<file path="src/rtl/core/cclog_pkg.sv">
`default_nettype none

package cclog_pkg;

  localparam int unsigned SLOTS_PER_SECTOR_DEF = 4096;

  localparam logic [31:0] LOG_MAGIC = 32'h564B_484F;
  localparam logic [31:0] CRC_POLY  = 32'hEDB8_8320;
  localparam logic [31:0] ALL_ONES  = 32'hFFFF_FFFF;

  localparam int unsigned MSG_BITS = 224;
  localparam int unsigned SEQ_LSB  = 64;

  localparam logic [19:0] RESERVE_RST = 20'd4096;

  localparam logic [2:0] CFG_RESERVE     = 3'd0;
  localparam logic [2:0] CFG_BOOT_CEIL   = 3'd1;
  localparam logic [2:0] CFG_BOOT_SEQ    = 3'd2;
  localparam logic [2:0] CFG_BOOT_SLOT   = 3'd3;
  localparam logic [2:0] CFG_BOOT_SECTOR = 3'd4;
  localparam logic [2:0] CFG_BOOT_SPARE  = 3'd5;
  localparam logic [2:0] CFG_READY       = 3'd6;

  localparam logic [2:0] ST_INSIDE  = 3'd0;
  localparam logic [2:0] ST_WRITTEN = 3'd1;
  localparam logic [2:0] ST_REFUSED = 3'd2;
  localparam logic [2:0] ST_FULL    = 3'd3;
  localparam logic [2:0] ST_FAILED  = 3'd4;

  typedef struct packed {
    logic [19:0] reserve;
    logic [31:0] boot_ceiling;
    logic [31:0] boot_sequence;
    logic [12:0] boot_slot;
    logic        boot_sector;
    logic        boot_spare_clean;
    logic        store_ready;
    logic        reload;
  } cfg_t;

  typedef struct packed {
    logic [2:0]  status;
    logic        counter_safe;
    logic        write_request;
    logic        write_sector;
    logic [11:0] write_slot;
    logic [31:0] record_sequence;
    logic [31:0] record_ceiling;
    logic [31:0] record_check;
    logic [13:0] slots_left;
    logic [31:0] writes_done;
    logic [31:0] errors_seen;
    logic        exhausted;
  } result_t;

  typedef logic [63:0][31:0] crc_cols_t;

  // bitwise reflected crc, message bit 0 of byte 0 first
  function automatic logic [31:0] crc_bits(input logic [MSG_BITS-1:0] msg,
                                           input logic [31:0] init);
    logic [31:0] c;
    logic        fb;
    c = init;
    for (int j = 0; j < MSG_BITS; j++) begin
      fb = c[0] ^ msg[j];
      c  = c >> 1;
      if (fb) begin
        c = c ^ CRC_POLY;
      end
    end
    return c;
  endfunction

  // linear contribution of each sequence and ceiling bit
  function automatic crc_cols_t crc_cols_f();
    crc_cols_t              cols;
    logic [MSG_BITS-1:0]    msg;
    for (int i = 0; i < 64; i++) begin
      msg = '0;
      msg[SEQ_LSB + i] = 1'b1;
      cols[i] = crc_bits(msg, '0);
    end
    return cols;
  endfunction

  localparam logic [MSG_BITS-1:0] BASE_MSG =
    MSG_BITS'(LOG_MAGIC) | (MSG_BITS'(1) << 32) | (MSG_BITS'(1) << 40);

  localparam logic [31:0] CRC_BASE  = crc_bits(BASE_MSG, ALL_ONES) ^ ALL_ONES;
  localparam crc_cols_t   CRC_COLS  = crc_cols_f();

endpackage

`default_nettype wire

</file>
<file path="src/rtl/core/cclog_cfg.sv">
`default_nettype none

module cclog_cfg (
  input  wire logic               clk,
  input  wire logic               rst_n,
  input  wire logic               cfg_wr_en,
  input  wire logic [2:0]         cfg_index,
  input  wire logic [31:0]        cfg_data,
  output cclog_pkg::cfg_t         cfg
);

  logic [19:0] reserve_r;
  logic [31:0] boot_ceil_r;
  logic [31:0] boot_seq_r;
  logic [12:0] boot_slot_r;
  logic        boot_sector_r;
  logic        boot_spare_r;
  logic        ready_r;

  always_ff @(posedge clk) begin
    if (!rst_n) begin
      reserve_r     <= cclog_pkg::RESERVE_RST;
      boot_ceil_r   <= '0;
      boot_seq_r    <= '0;
      boot_slot_r   <= '0;
      boot_sector_r <= 1'b0;
      boot_spare_r  <= 1'b0;
      ready_r       <= 1'b0;
    end else if (cfg_wr_en) begin
      case (cfg_index)
        cclog_pkg::CFG_RESERVE:     reserve_r     <= cfg_data[19:0];
        cclog_pkg::CFG_BOOT_CEIL:   boot_ceil_r   <= cfg_data;
        cclog_pkg::CFG_BOOT_SEQ:    boot_seq_r    <= cfg_data;
        cclog_pkg::CFG_BOOT_SLOT:   boot_slot_r   <= cfg_data[12:0];
        cclog_pkg::CFG_BOOT_SECTOR: boot_sector_r <= cfg_data[0];
        cclog_pkg::CFG_BOOT_SPARE:  boot_spare_r  <= cfg_data[0];
        cclog_pkg::CFG_READY:       ready_r       <= cfg_data[0];
        default: ;
      endcase
    end
  end

  always_comb begin
    cfg.reserve          = reserve_r;
    cfg.boot_ceiling     = boot_ceil_r;
    cfg.boot_sequence    = boot_seq_r;
    cfg.boot_slot        = boot_slot_r;
    cfg.boot_sector      = boot_sector_r;
    cfg.boot_spare_clean = boot_spare_r;
    cfg.store_ready      = ready_r;
    cfg.reload           = cfg_wr_en && (cfg_index == cclog_pkg::CFG_READY);
  end

endmodule

`default_nettype wire

</file>
<file path="src/rtl/core/cclog_crc.sv">
`default_nettype none

module cclog_crc (
  input  wire logic [31:0] rec_sequence,
  input  wire logic [31:0] rec_ceiling,
  output logic      [31:0] rec_check
);

  logic [63:0] data;

  assign data = {rec_ceiling, rec_sequence};

  always_comb begin
    rec_check = cclog_pkg::CRC_BASE;
    for (int i = 0; i < 64; i++) begin
      if (data[i]) begin
        rec_check = rec_check ^ cclog_pkg::CRC_COLS[i];
      end
    end
  end

endmodule

`default_nettype wire

</file>
<file path="src/rtl/core/cclog_state.sv">
`default_nettype none

module cclog_state #(
  parameter int unsigned SLOTS_PER_SECTOR = cclog_pkg::SLOTS_PER_SECTOR_DEF
) (
  input  wire logic               clk,
  input  wire logic               rst_n,
  input  wire cclog_pkg::cfg_t    cfg,
  input  wire logic               step_en,
  input  wire logic [31:0]        counter_value,
  input  wire logic               flash_refuses,
  output cclog_pkg::result_t      res
);

  localparam logic [12:0] SLOTS_N = 13'(SLOTS_PER_SECTOR);

  logic [31:0] ceil_r,  ceil_nxt;
  logic [31:0] seq_r,   seq_nxt;
  logic [12:0] slot_r,  slot_nxt;
  logic        sec_r,   sec_nxt;
  logic        spare_r, spare_nxt;
  logic        exh_r,   exh_nxt;
  logic [31:0] wtot_r,  wtot_nxt;
  logic [31:0] etot_r,  etot_nxt;

  logic [31:0] diff;
  logic        below;
  logic        full;
  logic [31:0] rec_seq;
  logic [31:0] rec_ceil;
  logic [31:0] rec_chk;
  logic [12:0] left;

  assign diff     = counter_value - ceil_r;
  assign below    = diff[31];
  assign full     = slot_r >= SLOTS_N;
  assign rec_seq  = seq_r + 32'd1;
  assign rec_ceil = counter_value + {12'd0, cfg.reserve};

  cclog_crc u_crc (
    .rec_sequence (rec_seq),
    .rec_ceiling  (rec_ceil),
    .rec_check    (rec_chk)
  );

  always_comb begin
    ceil_nxt  = ceil_r;
    seq_nxt   = seq_r;
    slot_nxt  = slot_r;
    sec_nxt   = sec_r;
    spare_nxt = spare_r;
    exh_nxt   = exh_r;
    wtot_nxt  = wtot_r;
    etot_nxt  = etot_r;
    res       = '0;
    res.counter_safe = cfg.store_ready && below;

    if (!cfg.store_ready || exh_r) begin
      res.status = cclog_pkg::ST_REFUSED;
    end else if (below) begin
      res.status = cclog_pkg::ST_INSIDE;
    end else if (full && !spare_r) begin
      etot_nxt   = etot_r + 32'd1;
      exh_nxt    = 1'b1;
      res.status = cclog_pkg::ST_FULL;
    end else begin
      // swap to the spare sector
      if (full) begin
        sec_nxt   = ~sec_r;
        slot_nxt  = '0;
        spare_nxt = 1'b0;
      end
      res.write_request   = 1'b1;
      res.write_sector    = sec_nxt;
      res.write_slot      = slot_nxt[11:0];
      res.record_sequence = rec_seq;
      res.record_ceiling  = rec_ceil;
      res.record_check    = rec_chk;
      if (flash_refuses) begin
        etot_nxt   = etot_r + 32'd1;
        exh_nxt    = 1'b1;
        res.status = cclog_pkg::ST_FAILED;
      end else begin
        seq_nxt    = rec_seq;
        slot_nxt   = slot_nxt + 13'd1;
        wtot_nxt   = wtot_r + 32'd1;
        ceil_nxt   = rec_ceil;
        res.status = cclog_pkg::ST_WRITTEN;
      end
    end

    left = (slot_nxt < SLOTS_N) ? (SLOTS_N - slot_nxt) : 13'd0;
    res.slots_left  = {1'b0, left} + (spare_nxt ? {1'b0, SLOTS_N} : 14'd0);
    res.writes_done = wtot_nxt;
    res.errors_seen = etot_nxt;
    res.exhausted   = exh_nxt;
  end

  always_ff @(posedge clk) begin
    if (!rst_n) begin
      ceil_r  <= '0;
      seq_r   <= '0;
      slot_r  <= '0;
      sec_r   <= 1'b0;
      spare_r <= 1'b0;
      exh_r   <= 1'b0;
      wtot_r  <= '0;
      etot_r  <= '0;
    end else if (cfg.reload) begin
      ceil_r  <= cfg.boot_ceiling;
      seq_r   <= cfg.boot_sequence;
      slot_r  <= cfg.boot_slot;
      sec_r   <= cfg.boot_sector;
      spare_r <= cfg.boot_spare_clean;
      exh_r   <= 1'b0;
    end else if (step_en) begin
      ceil_r  <= ceil_nxt;
      seq_r   <= seq_nxt;
      slot_r  <= slot_nxt;
      sec_r   <= sec_nxt;
      spare_r <= spare_nxt;
      exh_r   <= exh_nxt;
      wtot_r  <= wtot_nxt;
      etot_r  <= etot_nxt;
    end
  end

endmodule

`default_nettype wire

</file>
<file path="src/rtl/core/counter_ceiling_flash_log.sv">
// Counter ceiling store with a two-sector flash log. One word is taken per
// clock while the output is not stalled, and each word gives exactly one
// result word: the word is captured in an input register, then the ceiling
// compare, the new record (sequence, ceiling, crc-32) and the state update
// are worked out in a single pass into the output register, so the sustained
// rate is one word per cycle, set by the read-modify-write of the log state.
// Boot scan results are loaded through the configuration port; writing the
// store_ready register reloads the log state from the boot registers and
// clears the exhaustion latch, while the write and error totals are kept.
// Until store_ready is written with 1 every word is refused.
`default_nettype none

module counter_ceiling_flash_log #(
  parameter int unsigned SLOTS_PER_SECTOR = cclog_pkg::SLOTS_PER_SECTOR_DEF
) (
  input  wire logic        clk,
  input  wire logic        rst_n,

  input  wire logic        cfg_wr_en,
  input  wire logic [2:0]  cfg_index,
  input  wire logic [31:0] cfg_data,

  input  wire logic        in_valid,
  output logic             in_stall,
  input  wire logic [31:0] in_counter_value,
  input  wire logic        in_flash_refuses,

  output logic             out_valid,
  input  wire logic        out_stall,
  output logic [2:0]       out_status,
  output logic             out_counter_safe,
  output logic             out_write_request,
  output logic             out_write_sector,
  output logic [11:0]      out_write_slot,
  output logic [31:0]      out_record_sequence,
  output logic [31:0]      out_record_ceiling,
  output logic [31:0]      out_record_check,
  output logic [13:0]      out_slots_left,
  output logic [31:0]      out_writes_done,
  output logic [31:0]      out_errors_seen,
  output logic             out_exhausted
);

  cclog_pkg::cfg_t    cfg;
  cclog_pkg::result_t res;
  cclog_pkg::result_t out_r;

  logic        in_v_r;
  logic [31:0] in_cnt_r;
  logic        in_ref_r;
  logic        out_v_r;
  logic        out_load;
  logic        fire;

  assign out_load = !out_v_r || !out_stall;
  assign fire     = in_v_r && out_load;
  assign in_stall = in_v_r && !out_load;

  cclog_cfg u_cfg (
    .clk       (clk),
    .rst_n     (rst_n),
    .cfg_wr_en (cfg_wr_en),
    .cfg_index (cfg_index),
    .cfg_data  (cfg_data),
    .cfg       (cfg)
  );

  cclog_state #(
    .SLOTS_PER_SECTOR (SLOTS_PER_SECTOR)
  ) u_state (
    .clk           (clk),
    .rst_n         (rst_n),
    .cfg           (cfg),
    .step_en       (fire),
    .counter_value (in_cnt_r),
    .flash_refuses (in_ref_r),
    .res           (res)
  );

  // input word register
  always_ff @(posedge clk) begin
    if (!rst_n) begin
      in_v_r <= 1'b0;
    end else if (in_valid && !in_stall) begin
      in_v_r <= 1'b1;
    end else if (fire) begin
      in_v_r <= 1'b0;
    end
  end

  always_ff @(posedge clk) begin
    if (in_valid && !in_stall) begin
      in_cnt_r <= in_counter_value;
      in_ref_r <= in_flash_refuses;
    end
  end

  // result word register
  always_ff @(posedge clk) begin
    if (!rst_n) begin
      out_v_r <= 1'b0;
    end else if (out_load) begin
      out_v_r <= fire;
    end
  end

  always_ff @(posedge clk) begin
    if (fire) begin
      out_r <= res;
    end
  end

  assign out_valid           = out_v_r;
  assign out_status          = out_r.status;
  assign out_counter_safe    = out_r.counter_safe;
  assign out_write_request   = out_r.write_request;
  assign out_write_sector    = out_r.write_sector;
  assign out_write_slot      = out_r.write_slot;
  assign out_record_sequence = out_r.record_sequence;
  assign out_record_ceiling  = out_r.record_ceiling;
  assign out_record_check    = out_r.record_check;
  assign out_slots_left      = out_r.slots_left;
  assign out_writes_done     = out_r.writes_done;
  assign out_errors_seen     = out_r.errors_seen;
  assign out_exhausted       = out_r.exhausted;

  a_req_status : assert property (@(posedge clk) disable iff (!rst_n)
    out_valid && out_write_request |->
      out_status == cclog_pkg::ST_WRITTEN || out_status == cclog_pkg::ST_FAILED)
    else $error("write request with a status that attempts no write");

  a_fail_latch : assert property (@(posedge clk) disable iff (!rst_n)
    out_valid && (out_status == cclog_pkg::ST_FULL ||
                  out_status == cclog_pkg::ST_FAILED) |-> out_exhausted)
    else $error("error status without the exhaustion latch");

  a_fire_out : assert property (@(posedge clk) disable iff (!rst_n)
    fire |=> out_valid)
    else $error("word left the input register but no result appeared");

endmodule

`default_nettype wire
</file>
<file path="config.mk">
export PLATFORM = sky130hd
export DESIGN_NAME = counter_ceiling_flash_log
export DESIGN_NICKNAME = d
export VERILOG_FILES = /design/src/rtl/core/cclog_pkg.sv /design/src/rtl/core/cclog_cfg.sv /design/src/rtl/core/cclog_crc.sv /design/src/rtl/core/cclog_state.sv /design/src/rtl/core/counter_ceiling_flash_log.sv
export SDC_FILE = /design/constraint.sdc
export NUM_CORES = 1
export LEC_CHECK = 0
export ABC_CLOCK_PERIOD_IN_PS = 10600
export BUFFER_PORTS_ARGS = -buffer_cell sky130_fd_sc_hd__buf_2
export CORE_ASPECT_RATIO = 0.5
export CORE_UTILIZATION = 60
export DETAILED_ROUTE_END_ITERATION = 8
export PLACE_DENSITY = 0.81
export SLEW_MARGIN = 0
export SYNTH_ARGS = -nofsm -noshare
export SYNTH_HDL_FRONTEND = slang
export SYNTH_SLANG_ARGS = --single-unit
</file>
<file path="constraint.sdc">
create_clock -name clk -period 10.6 [get_ports clk]
set_clock_uncertainty 0.05 [all_clocks]
set_input_delay 1.59 -clock clk [delete_from_list [all_inputs] [get_ports clk]]
set_output_delay 1.59 -clock clk [all_outputs]
set_load 0.03 [all_outputs]
</file>
# Word-level counts from Yosys, hierarchy flattened
# Index checks and enable logic that the tools add are counted.
[op_classes] n_reduce_logical=30 n_bitwise=66 n_mux=118 n_addsub=8 n_lt_le_gt_ge=2 eq_ne=10
[op_table] operator="$mux 32" count=53
[op_table] operator="$mux 31" count=16
[op_table] operator="$not 16->16" count=12
[op_table] operator="$mux 30" count=6
[op_table] operator="$mux 29" count=6
[op_table] operator="$not 14->14" count=12
[op_table] operator="$mux 13" count=12
[op_table] operator="$not 17->17" count=7
[op_table] operator="$mux 110" count=1
[op_table] operator="$add 32x1->32 const B" count=3
[op_table] operator="$not 19->19" count=5
[op_table] operator="$not 15->15" count=6
[op_table] operator="$not 22->22" count=4
[op_table] operator="$not 18->18" count=4
[op_table] operator="$not 12->12" count=5
[op_table] operator="$mux 28" count=2
[op_table] operator="$not 20->20" count=2
[op_table] operator="$not 13->13" count=3
[op_table] operator="$add 32x20->32" count=1
[op_table] operator="$sub 32x32->32" count=1
[op_table] operator="$mux 27" count=1
[op_table] operator="$not 23->23" count=1
[op_table] operator="$not 21->21" count=1
[op_table] operator="$mux 1" count=18
[op_table] operator="other kinds (23)" count=52
[totals] regBits=472 word_cells=267

# Longest topological paths before layout
# Gate-level depths: netlist (run 1).
[depth] word_depth=129 mapped_depth=20 mapped_depth_nobuf=18

# Modules after synthesis
# From an unflattened synthesis (run 1), not the netlist that was laid out.
[hier_totals] hier_cells=2695 area_unflattened_um2=27614.0
[by_module_without_submodules] mod="cclog_state" instances=1 seq_area_each_um2=2882.8 area_each_um2=11880.1 cells_per_inst=1609
[by_module_without_submodules] mod="counter_ceiling_flash_log" instances=1 seq_area_each_um2=6826.5 area_each_um2=6870.3 cells_per_inst=234
[by_module_without_submodules] mod="cclog_crc" instances=1 seq_area_each_um2=0.0 area_each_um2=5129.9 cells_per_inst=482
[by_module_without_submodules] mod="cclog_cfg" instances=1 seq_area_each_um2=2001.9 area_each_um2=3733.6 cells_per_inst=370

# Worst setup path before layout (run 1)
# No wires, ideal clock.
[synth_timing] path_kind="input to register" startpoint="input out_stall" endpoint="register u_state.slot_r[4]" arrival_time_ps=7968 n_path_buf=1 setup_slack_ps=2487 path_stages=6 cell_sequence="nand2_1 nand2_1 inv_1 clkbuf_1 mux2i_1 a211oi_1"
[synth_between] elab_chain_cells=4
[synth_rtl] item="from (decl)" line="counter_ceiling_flash_log.sv:29" source="input wire logic out_stall,"
[synth_rtl] item="$logic_not 1->1" line="counter_ceiling_flash_log.sv:55" source="assign out_load = !out_v_r || !out_stall;"
[synth_rtl] item="$logic_or 1x1->1" line="counter_ceiling_flash_log.sv:55"
[synth_rtl] item="$logic_and 1x1->1" line="counter_ceiling_flash_log.sv:56" source="assign fire = in_v_r && out_load;"
[synth_rtl] item="via fire" line="counter_ceiling_flash_log.sv:53" source="logic fire;"
[synth_rtl] item="$reduce_bool 2->1 (no source line)"
[synth_rtl] item="to (signal assigned)" line="cclog_state.sv:112" source="slot_r <= cfg.boot_slot;"
[synth_rtl] item="to (signal assigned)" line="cclog_state.sv:119" source="slot_r <= slot_nxt;"
[synth_rtl] item="to (decl)" line="cclog_state.sv:19" source="logic [12:0] slot_r, slot_nxt;"
# The timed path passes the listed nets, and every way through them passes these cells.
# A chain may end at the register's enable or synchronous reset.

# Final worst setup path (run 1)
[layout_timing] startpoint="register in_cnt_r[8]" endpoint="register out_r (netlist bit out_slots_left[10]), data pin"
[layout_between] elab_chain_cells=6
[layout_rtl] item="from (decl)" line="counter_ceiling_flash_log.sv:49" source="logic [31:0] in_cnt_r;"
[layout_rtl] item="from (signal assigned)" line="counter_ceiling_flash_log.sv:93" source="in_cnt_r <= in_counter_value;"
[layout_rtl] item="$sub 32x32->32 (*)" line="cclog_state.sv:34" source="assign diff = counter_value - ceil_r;"
[layout_rtl] item="$mux 13 (*)" line="cclog_state.sv:60" source="end else if (below) begin"
[layout_rtl] item="$mux 13 (*)" line="cclog_state.sv:58" source="if (!cfg.store_ready || exh_r) begin"
[layout_rtl] item="$sub 13x13->13 or $lt 13x13->1 (tied branches)" line="cclog_state.sv:92" source="left = (slot_nxt < SLOTS_N) ? (SLOTS_N - slot_nxt) : 13'd0;"
[layout_rtl] item="$mux 13 (*)" line="cclog_state.sv:92"
[layout_rtl] item="$add 13x14->14 (*)" line="cclog_state.sv:93" source="res.slots_left = {1'b0, left} + (spare_nxt ? {1'b0, SLOTS_N} : 14'd0);"
[layout_rtl] item="to (signal assigned)" line="counter_ceiling_flash_log.sv:109" source="out_r <= res;"
[layout_rtl] item="to (decl)" line="counter_ceiling_flash_log.sv:46" source="cclog_pkg::result_t out_r;"
# Every way passes the cells marked *; elsewhere a longest branch is shown, timed or not.

==> results_dict.tcl, run 1 <==
set metrics [dict create \
    cpMaxStageDelayCell "o311ai_2" \
    start_util_pct 61.7 \
    ys_warn_count 0 \
    netlist_instances 2812 \
    finalCriticalPeriod_ps 6010 \
    path_clk_slew_ps 70 \
    grt_max_degree 102 \
    area_delta_synth_final_pct 12.3 \
    cts_tree "yes" \
    crit_path_start "in_cnt_r[8]$_DFFE_PP_" \
    ir_worst_vdd_mv 0.131 \
    synth-edff-count 226 \
    tns_ps 0 \
    via_count 21812 \
    crit_required_ps 10820 \
    htree_levels 2 \
    dp_hpwl_microns 60500 \
    synth-seq-cells 472 \
    final_net_count 3165 \
    finalCritPeriodShare_pct 56.7 \
    diodes 0 \
    met1Wirelength_microns 35600 \
    drive_gt1_share_pct 15.0 \
    rows 54 \
    antenna_found_initial 0 \
    final_hold_viol_count 0 \
    drt-vias-per-instance 5.97 \
    post-cts-setup-buffer-count 0 \
    max_freq_mhz 166 \
    worst-path-buf-inv 2 \
    io_buffers 267 \
    setup_viol 0 \
    cp.arrival_ps 6230 \
    netlist_area_sq_um 27300 \
    synth_top_area_share_pct 24.9 \
    cts-resized-gates 0 \
    track_usage_pct 35.4 \
    synth_cell_type_count 93 \
    wl_per_cell_microns 22.6 \
    dr.max_layer_used "met4" \
    dieArea_sq_um 46300 \
    cp_max_fo 12 \
    synth_area_per_cell_sq_um 9.69 \
    min_path_type "reg2reg" \
    wl_met2_microns 36600 \
    grt-ovfl-total 0 \
    syn-num-nets 2942 \
    slew_violations 0 \
    worst_slew_pin_slew_ps 1360 \
    wl_met3_microns 8540 \
    clock_sinks 472 \
    drc 0 \
    maxSlewHeadroom_pct 9.03 \
    fp.coreArea_sq_um 44200 \
    r2r_start "in_cnt_r[8]$_DFFE_PP_" \
    clkLatencyLatePin_ps 570 \
    yosys.cell_count.top_type "xnor2_1" \
    layout_setup_ws_ps 4590 \
    cts.path.max_buffers 3 \
    ctsHoldBuffers 0 \
    routabilityCongestion 1.02 \
    r2r_cells 16 \
    cp-end-kind "flop" \
    min-delay-start "u_cfg.boot_ceil_r[27]$_SDFFE_PN0P_" \
    cts_buffers 43 \
    drv_cap 0 \
    start_kind "flop" \
    drt_iter0_markers 2667 \
    die_y_microns 153 \
    crit_family "compound AO/OA/AOI/OAI gates" \
    grt_pass1_wl_microns 125000 \
    yosys-top-cells-count "xnor2_1 (436), nand2_1 (383), nor2_1 (299)" \
    preCtsSetupSlack_ps 4770 \
    ant_nets 0 \
    total_leakage_power_nw 11.4 \
    slowest_delay_ps 1120 \
    yosysSeqAreaShare_pct 43.0 \
    worstSetupPathType "reg2reg" \
    grt_pass1_vias 20450 \
    place_area_sq_um 29200 \
    rsz0062_at_grt "false" \
    cp_num_cells 16 \
    synthArstFlopShare_pct 0 \
    cts_root_buf "clkbuf_16" \
    outcome "complete, no violations" \
    post-route-cell-area_sq_um 30600 \
    hold_path_depth 2 \
    synth-main-ff-cell "dfxtp_1" \
    synth.area.top_cells "edfxtp_1 (25%), dfxtp_1 (18%), xnor2_1 (14%), xor2_1 (5.8%), nand2_1 (5.3%)" \
    io_pins 268 \
    fillers 3435 \
    power_density_nw_per_um2 170 \
    yosys.area.top_type "edfxtp_1" \
    crit_path_cell_trace "ha_1 > a21o_1 > a21o_1 > a21oi_1 > nor3_1 > a31o_2 > o311ai_2 > nand2_1 > nor2_1 > a211oi_2 > inv_1 > ha_1 > inv_1 > or3b_2 > a31oi_1 > nor2_1" \
    drtPass1Iterations 5 \
    routed_wl_microns 82600 \
    die_width_microns 303 \
    rrSetupSlack_ps 4590 \
]
layer usage:
metal / global-route usage [%] / vias to the layer above
met5: 0 / -
met4: 8.36 / 0
met3: 6.40 / 132
met2: 53.4 / 1075
met1: 52.7 / 10560
li1: - / 10045
path summary, 6_finish.rpt:
kind | end
setup / recovery | out_slots_left[10]$_SDFFCE_PP0P_
hold / removal | u_state.ceil_r[27]$_SDFFE_PN0P_
setup reg to reg | out_slots_left[10]$_SDFFCE_PP0P_
hold reg to reg | u_state.ceil_r[27]$_SDFFE_PN0P_
final cells by class:
class	count	area [sq um]	area share [%]
flip-flops and latches	472	11700	38.3
inverters	60	238	0.776
repair buffers	318	1720	5.62
multi-input cells	2140	14800	48.5
well taps	588	736	2.40
clock buffers	59	1230	4.02
clock inverters	18	140	0.458
layout by cell type, fill, tap and decap left out, drive strengths merged, types with 30 or more instances in the layout:
master / Yosys / routed
xor2: 189 / 189
o21ai: 47 / 47
xnor3: 46 / 46
xnor2: 448 / 448
and3: 30 / 30
edfxtp: 226 / 226
nor3: 44 / 44
a211oi: 33 / 33
nand4: 39 / 39
dfxtp: 246 / 246
inv: 60 / 66
and2: 34 / 34
nor2: 300 / 300
ha: 56 / 56
buf: 18 / 318
nand2: 383 / 383
a21oi: 175 / 175
clkbuf: 121 / 59
nand3: 69 / 69
sequential cells by signal (all words and copies together) (netlist names), 20 cells and up:
name and flops:
out_record_sequence 32, u_cfg.boot_seq_r 32, out_writes_done 32, u_cfg.reserve_r 20, out_errors_seen 32, u_state.wtot_r 32
u_state.seq_r 32, in_cnt_r 32, out_record_check 32, u_cfg.boot_ceil_r 32, out_record_ceiling 32, u_state.etot_r 32
u_state.ceil_r 32
logic make-up (layout without fill, tap and decap cells):
| logic type | count (synthesis) | count (layout) | synth area share (%) |
|---|---|---|---|
| buf+inv | 200 | 455 | 2.88 |
| flops | 472 | 472 | 43.0 |
| xor+xnor | 687 | 687 | 25.3 |
| compound gates | 394 | 394 | 9.47 |
| mux | 12 | 12 | 0.450 |
| simple gates | 990 | 990 | 16.3 |
| fa+ha+maj | 57 | 57 | 2.64 |
through the flow:
step           power, W  hold slack, ps  instances  utilization, %
3_3_place_gp    0.00365             388       3578            66.2
6_report        0.00521             401       3655            69.3
3_5_place_dp    0.00365             395       3578            66.2
5_1_grt         0.00537             408       3655            69.3
4_1_cts         0.00520             402       3655            69.3
2_1_floorplan   0.00329             382       2812               -
where the power goes:
| group | switching [W] | internal, W |
|---|---|---|
| sequential | 0.0000358 | 0.00197 |
| clock | 0.000722 | 0.000846 |
| combinational | 0.000877 | 0.000762 |
tightest hold or removal path, cell delays in order, from the launching register on:
cell and delay, ps:
dfxtp_1 310, nand2_1 50, a21oi_1 50
(Power assumes the default switching activity.)
==> run 2: changes to the inputs <==
--- a/config.mk
+++ b/config.mk
@@ -5,7 +5,7 @@
 export SDC_FILE = /design/constraint.sdc
 export NUM_CORES = 1
 export LEC_CHECK = 0
-export ABC_CLOCK_PERIOD_IN_PS = 10600
+export ABC_CLOCK_PERIOD_IN_PS = 6300
 export BUFFER_PORTS_ARGS = -buffer_cell sky130_fd_sc_hd__buf_2
 export CORE_ASPECT_RATIO = 0.5
 export CORE_UTILIZATION = 60
==> constraint.sdc (replaced) <==
create_clock -name clk -period 6.3 [get_ports clk]
set_clock_uncertainty 0.05 [all_clocks]
set_input_delay 0.945 -clock clk [delete_from_list [all_inputs] [get_ports clk]]
set_output_delay 0.945 -clock clk [all_outputs]
set_load 0.03 [all_outputs]
==> run 2 against run 1 <==
  * Sequential share of layout area down 0.14 points
  * Total power rose by 69%
  * Fmax is 15% higher
  * Global-route usage is 0.77 points lower
  * Hold slack better by 5.1 ps
  * Highest routed layer unchanged
==> results_dict.tcl, run 2 (same netlist as run 1, synthesis figures left out) <==
set metrics [dict create \
    setup_viol 0 \
    grt_max_degree 209 \
    cts_tree "yes" \
    total_leakage_power_nw 11.4 \
    grt_pass1_wl_microns 122000 \
    clkLatencyLatePin_ps 580 \
    final_core_util_pct 69.5 \
    drive_gt1_share_pct 15.3 \
    io_buffers 267 \
    worst_slew_pin_slew_ps 1190 \
    drtPass1Iterations 7 \
    tns_ps 0 \
    grt-ovfl-total 0 \
    routabilityCongestion 1.01 \
    rrSetupSlack_ps 1060 \
    cp-end-kind "flop" \
    dp_hpwl_microns 59800 \
    crit_required_ps 6540 \
    min-delay-start "u_cfg.boot_seq_r[2]$_SDFFE_PN0P_" \
    final_hold_viol_count 0 \
    slew_violations 0 \
    drt_iter0_markers 2520 \
    min_path_type "reg2reg" \
    outcome "complete, no violations" \
    ir_worst_vdd_mv 0.188 \
    final_net_count 3177 \
    drt-vias-per-instance 5.97 \
    worstHoldEndpoint "u_cfg.boot_seq_r[2]$_SDFFE_PN0P_" \
    r2r_cells 16 \
    hold_path_depth 2 \
    die_width_microns 303 \
    fillers 3427 \
    io_pins 268 \
    maxSlewHeadroom_pct 20.1 \
    cts_buffers 43 \
    layout_common_cells "xnor2_1 (433), nand2_1 (383), nor2_1 (297)" \
    diodes 0 \
    wl_per_cell_microns 22.2 \
    power_density_nw_per_um2 286 \
    die_y_microns 153 \
    cts-resized-gates 0 \
    drc 0 \
    track_usage_pct 34.6 \
    htree_levels 2 \
    path_clk_slew_ps 70 \
    ant_nets 0 \
    cts.path.max_buffers 3 \
    r2r_start "in_cnt_r[24]$_DFFE_PP_" \
    preCtsSetupSlack_ps 1250 \
    layout_setup_ws_ps 1060 \
    start_util_pct 61.7 \
    routed_wl_microns 81600 \
    area_delta_synth_final_pct 12.7 \
    cp.arrival_ps 5480 \
    r2r-end "out_slots_left[2]$_SDFFCE_PP0P_" \
    post-cts-setup-buffer-count 0 \
    finalCriticalPeriod_ps 5240 \
    finalCritPeriodShare_pct 83.2 \
    via_count 21911 \
    clock_sinks 472 \
    start_kind "flop" \
    worstSetupPathType "reg2reg" \
    mostFrequentLayoutCell "xnor2_1" \
    dieArea_sq_um 46300 \
    antenna_found_initial 1 \
    rows 54 \
    grt_pass1_vias 20480 \
    rsz0062_at_grt "false" \
    cts_root_buf "clkbuf_16" \
    ctsHoldBuffers 0 \
    fp.coreArea_sq_um 44200 \
    cp_max_fo 12 \
    max_freq_mhz 191 \
    drv_cap 0 \
]
-- run 2: metal layers --
layer | share of wire, % | track usage, % | vias up
li1 | - | - | 10067
met5 | 0 | 0 | -
met2 | 44 | 52.1 | 1199
met3 | 11 | 8.40 | 165
met4 | 2.6 | 9.24 | 0
met1 | 42 | 49.9 | 10480
-- run 2: worst max path at each step --
stage                           start                              end  slack [ps]
2_1_floorplan               out_stall   u_state.slot_r[4]$_SDFFE_PN0P_        1930
3_3_place_gp   in_cnt_r[24]$_DFFE_PP_     out_slots_left[12]$_DFFE_PP_        1380
3_5_place_dp   in_cnt_r[24]$_DFFE_PP_  out_slots_left[2]$_SDFFCE_PP0P_        1250
4_1_cts        in_cnt_r[24]$_DFFE_PP_  out_slots_left[2]$_SDFFCE_PP0P_        1240
5_1_grt        in_cnt_r[24]$_DFFE_PP_  out_slots_left[2]$_SDFFCE_PP0P_         850
6_report       in_cnt_r[24]$_DFFE_PP_  out_slots_left[2]$_SDFFCE_PP0P_        1060
-- run 2: report_power, final --
| group | total [W] | switching [W] | internal, W | leakage (nW) |
|---|---|---|---|---|
| sequential | 0.00337 | 0.0000582 | 0.00331 | 4.15 |
| clock | 0.00263 | 0.00121 | 0.00142 | 0.674 |
| combinational | 0.00278 | 0.00150 | 0.00129 | 6.61 |
| total | 0.00878 | 0.00277 | 0.00601 | 11.4 |
-- run 2: critical path, cell delays in order (launching register included) --
cell and delay (ps):
edfxtp_1 470, ha_1 350, a21o_1 160, a21oi_1 140, o21ai_0 90, o211ai_1 130, o211ai_1 260, o311ai_2 900
nand2_1 490, nor2_1 240, a211oi_2 110, inv_1 100, ha_1 180, inv_1 40, or3b_2 550, a31oi_1 540
nor2_1 140
-- run 2: layout make-up --
cell class	instances	area [sq um]	share of cell area [%]
tap	588	736	2.39
clock buffer	61	1230	4.00
clock inverter	18	150	0.489
sequential	472	11700	38.1
multi-input combinational	2140	14800	48.3
timing repair buffer	330	1820	5.93
inverter	60	238	0.774
-- run 2: per-stage QoR --
stage	std cells	area [sq um]	hold WS, ps	total power [W]
global placement	3590	29300	389	0.00615
global route	3669	30700	425	0.00906
floorplan	2812	27300	382	0.00554
finish	3669	30700	406	0.00878
CTS	3669	30700	400	0.00875
detailed placement	3590	29300	395	0.00616
==> run 3: changes to the inputs <==
--- a/config.mk
+++ b/config.mk
@@ -5,12 +5,12 @@
 export SDC_FILE = /design/constraint.sdc
 export NUM_CORES = 1
 export LEC_CHECK = 0
-export ABC_CLOCK_PERIOD_IN_PS = 6300
+export ABC_CLOCK_PERIOD_IN_PS = 4550
 export BUFFER_PORTS_ARGS = -buffer_cell sky130_fd_sc_hd__buf_2
 export CORE_ASPECT_RATIO = 0.5
-export CORE_UTILIZATION = 60
+export CORE_UTILIZATION = 54
 export DETAILED_ROUTE_END_ITERATION = 8
-export PLACE_DENSITY = 0.81
+export PLACE_DENSITY = 0.77
 export SLEW_MARGIN = 0
 export SYNTH_ARGS = -nofsm -noshare
 export SYNTH_HDL_FRONTEND = slang
==> constraint.sdc (replaced) <==
create_clock -name clk -period 4.55 [get_ports clk]
set_clock_uncertainty 0.05 [all_clocks]
set_input_delay 0.6825 -clock clk [delete_from_list [all_inputs] [get_ports clk]]
set_output_delay 0.6825 -clock clk [all_outputs]
set_load 0.03 [all_outputs]
==> run 3 against run 2 <==
  * Sequential share of layout area shrank 1.4 points
  * Final area increased by 3.9%
  * Largest power group unchanged
  * Fmax is 19% higher
  * Highest routed layer unchanged
  * Register-to-register slack got worse by 920 ps
  * Total power increased by 44%
  * Flip-flop and latch count is the same
  * Largest cell class unchanged
==> results_dict.tcl, run 3 (same netlist as run 1, synthesis figures left out) <==
set metrics [dict create \
    whs_ps 217 \
    mostFrequentLayoutCell "xnor2_1" \
    cp-end-kind "flop" \
    seqCellArea_sq_um 11700 \
    antenna_found_initial 2 \
    tns_ps 0 \
    fp.coreArea_sq_um 49100 \
    cpMaxStageDelayCell "or3b_2" \
    fin_cells 3847 \
    drc 0 \
    worstSetupPathType "reg2reg" \
    crit_top_cell "ha_1" \
    io_buffers 267 \
    min-delay-start "in_counter_value[11]" \
    crit_required_ps 4820 \
    routabilityCongestion 1.04 \
    htree_levels 2 \
    cp_max_fo 8 \
    worst-path-buf-inv 3 \
    grt_max_degree 155 \
    setup_viol 0 \
    outcome "complete, no violations" \
    start_kind "flop" \
    ir_worst_vdd_mv 0.304 \
    diodes 0 \
    drt_iter0_markers 2781 \
    drtPass1Iterations 5 \
    rows 57 \
    path_clk_slew_ps 70 \
    placed_cells 3766 \
    cp_num_cells 16 \
    area_delta_synth_final_pct 17.1 \
    cts_buffers 43 \
    final_net_count 3293 \
    multi_input_area_sq_um 14800 \
    post-route-cell-area_sq_um 31900 \
    place_area_sq_um 30400 \
    cts_tree "yes" \
    crit_family "simple AND/OR/NAND/NOR gates" \
    via_count 22167 \
    drt-vias-per-instance 5.76 \
    routed_wl_microns 84500 \
    crit_path_cell_trace "ha_1 > nand2_1 > nor2_1 > nand4_1 > o211ai_1 > o311ai_2 > buf_4 > a21oi_1 > a211oi_2 > inv_1 > ha_1 > inv_1 > or3b_2 > and3_1 > o21a_1 > ha_1" \
    final_hold_viol_count 0 \
    min_path_type "in2reg" \
    cts_root_buf "clkbuf_16" \
    dp_hpwl_microns 62600 \
    slowest_delay_ps 470 \
    die_width_microns 320 \
    slew_violations 0 \
    fillers 3924 \
    r2r_cells 16 \
    die_y_microns 161 \
    maxSlewHeadroom_pct 18.8 \
    ant_nets 0 \
    total_leakage_power_nw 12.1 \
    track_usage_pct 32.2 \
    rsz0062_at_grt "false" \
    layout_common_cells "xnor2_1 (436), nand2_1 (383), nor2_1 (297)" \
    ctsHoldBuffers 0 \
    r2r-end "out_slots_left[12]$_DFFE_PP_" \
    io_pins 268 \
    cts.path.max_buffers 3 \
    clock_sinks 472 \
    cp.arrival_ps 4680 \
    finalCritPeriodShare_pct 96.9 \
    clkLatencyLatePin_ps 590 \
    cp-endpoint "out_slots_left[12]$_DFFE_PP_" \
    drive_gt1_share_pct 18.3 \
    dieArea_sq_um 51400 \
    r2r_start "in_cnt_r[18]$_DFFE_PP_" \
    finalCriticalPeriod_ps 4410 \
    grt-ovfl-total 0 \
    grt_pass1_wl_microns 125000 \
    power_density_nw_per_um2 396 \
    wl_per_cell_microns 22.0 \
    start_util_pct 55.5 \
    grt_pass1_vias 20816 \
    rrSetupSlack_ps 140 \
    crit_path_start "in_cnt_r[18]$_DFFE_PP_" \
    worst_slew_pin_slew_ps 1210 \
    drv_cap 0 \
    max_freq_mhz 227 \
]
run 3: changes by cell type in the layout (fill, tap and decap cells not counted), sizes merged:
cell      before  now
buf          330  446
bufinv         1    5
clkinvlp       3    1
clkinv        10    9
run 3: worst min-delay path by stage:
stage                                                  to  cells past startpoint
final                              in_cnt_r[11]$_DFFE_PP_                      1
after global routing               in_cnt_r[21]$_DFFE_PP_                      1
after CTS                          in_cnt_r[11]$_DFFE_PP_                      1
after detailed placement  u_state.ceil_r[27]$_SDFFE_PN0P_                      2
after global placement     u_state.ceil_r[9]$_SDFFE_PN0P_                      2
after floorplan              u_state.spare_r$_SDFFE_PN0P_                      2
run 3: worst register-to-register path, cell delays in order (launching register included):
cell and delay, ps:
edfxtp_1 420, ha_1 330, nand2_1 70, nor2_1 270
nand4_1 310, o211ai_1 460, o311ai_2 220, buf_4 250
a21oi_1 190, a211oi_2 100, inv_1 100, ha_1 180
inv_1 40, or3b_2 470, and3_1 200, o21a_1 180
ha_1 300
run 3: per-stage QoR:
| step | worst slack [ps] | power [W] | util, % |
|---|---|---|---|
| floorplan | 184 | 0.00766 | - |
| global placement | 99.1 | 0.00876 | 61.9 |
| detailed placement | 93.9 | 0.00878 | 61.9 |
| CTS | 54.5 | 0.0126 | 64.9 |
| global route | 2.01 | 0.0130 | 65.0 |
| finish | 140 | 0.0126 | 65.0 |
run 3: area by class of cell:
| type | count | area share (%) |
|---|---|---|
| clock buffers | 61 | 3.85 |
| clock inverters | 19 | 0.760 |
| inverters | 60 | 0.745 |
| multi-input cells | 2140 | 46.5 |
| flip-flops and latches | 472 | 36.7 |
| well taps | 649 | 2.54 |
| repair buffers | 446 | 8.94 |
run 3: timing repair:
item | 4_1_cts | 5_1_grt
endpoints found under the setup margin | 0 | 8
gates resized for setup | 0 | 6
buffers inserted | 0 | 1
hold endpoints to repair | 0 | 0
run 3: power breakdown:
group | leakage [nW] | internal (W) | switching, W | total, W
sequential | 4.15 | 0.00458 | 0.0000726 | 0.00465
combinational | 7.20 | 0.00199 | 0.00212 | 0.00410
clock | 0.717 | 0.00219 | 0.00168 | 0.00387
run 3: layer usage:
layer / global-route usage, % / share of wire (%) / up-vias
met5: 0 / 0 / -
met3: 6.86 / 10 / 129
met1: 46.3 / 43 / 10753
met2: 49.9 / 44 / 988
met4: 7.08 / 1.9 / 0
li1: - / - / 10297
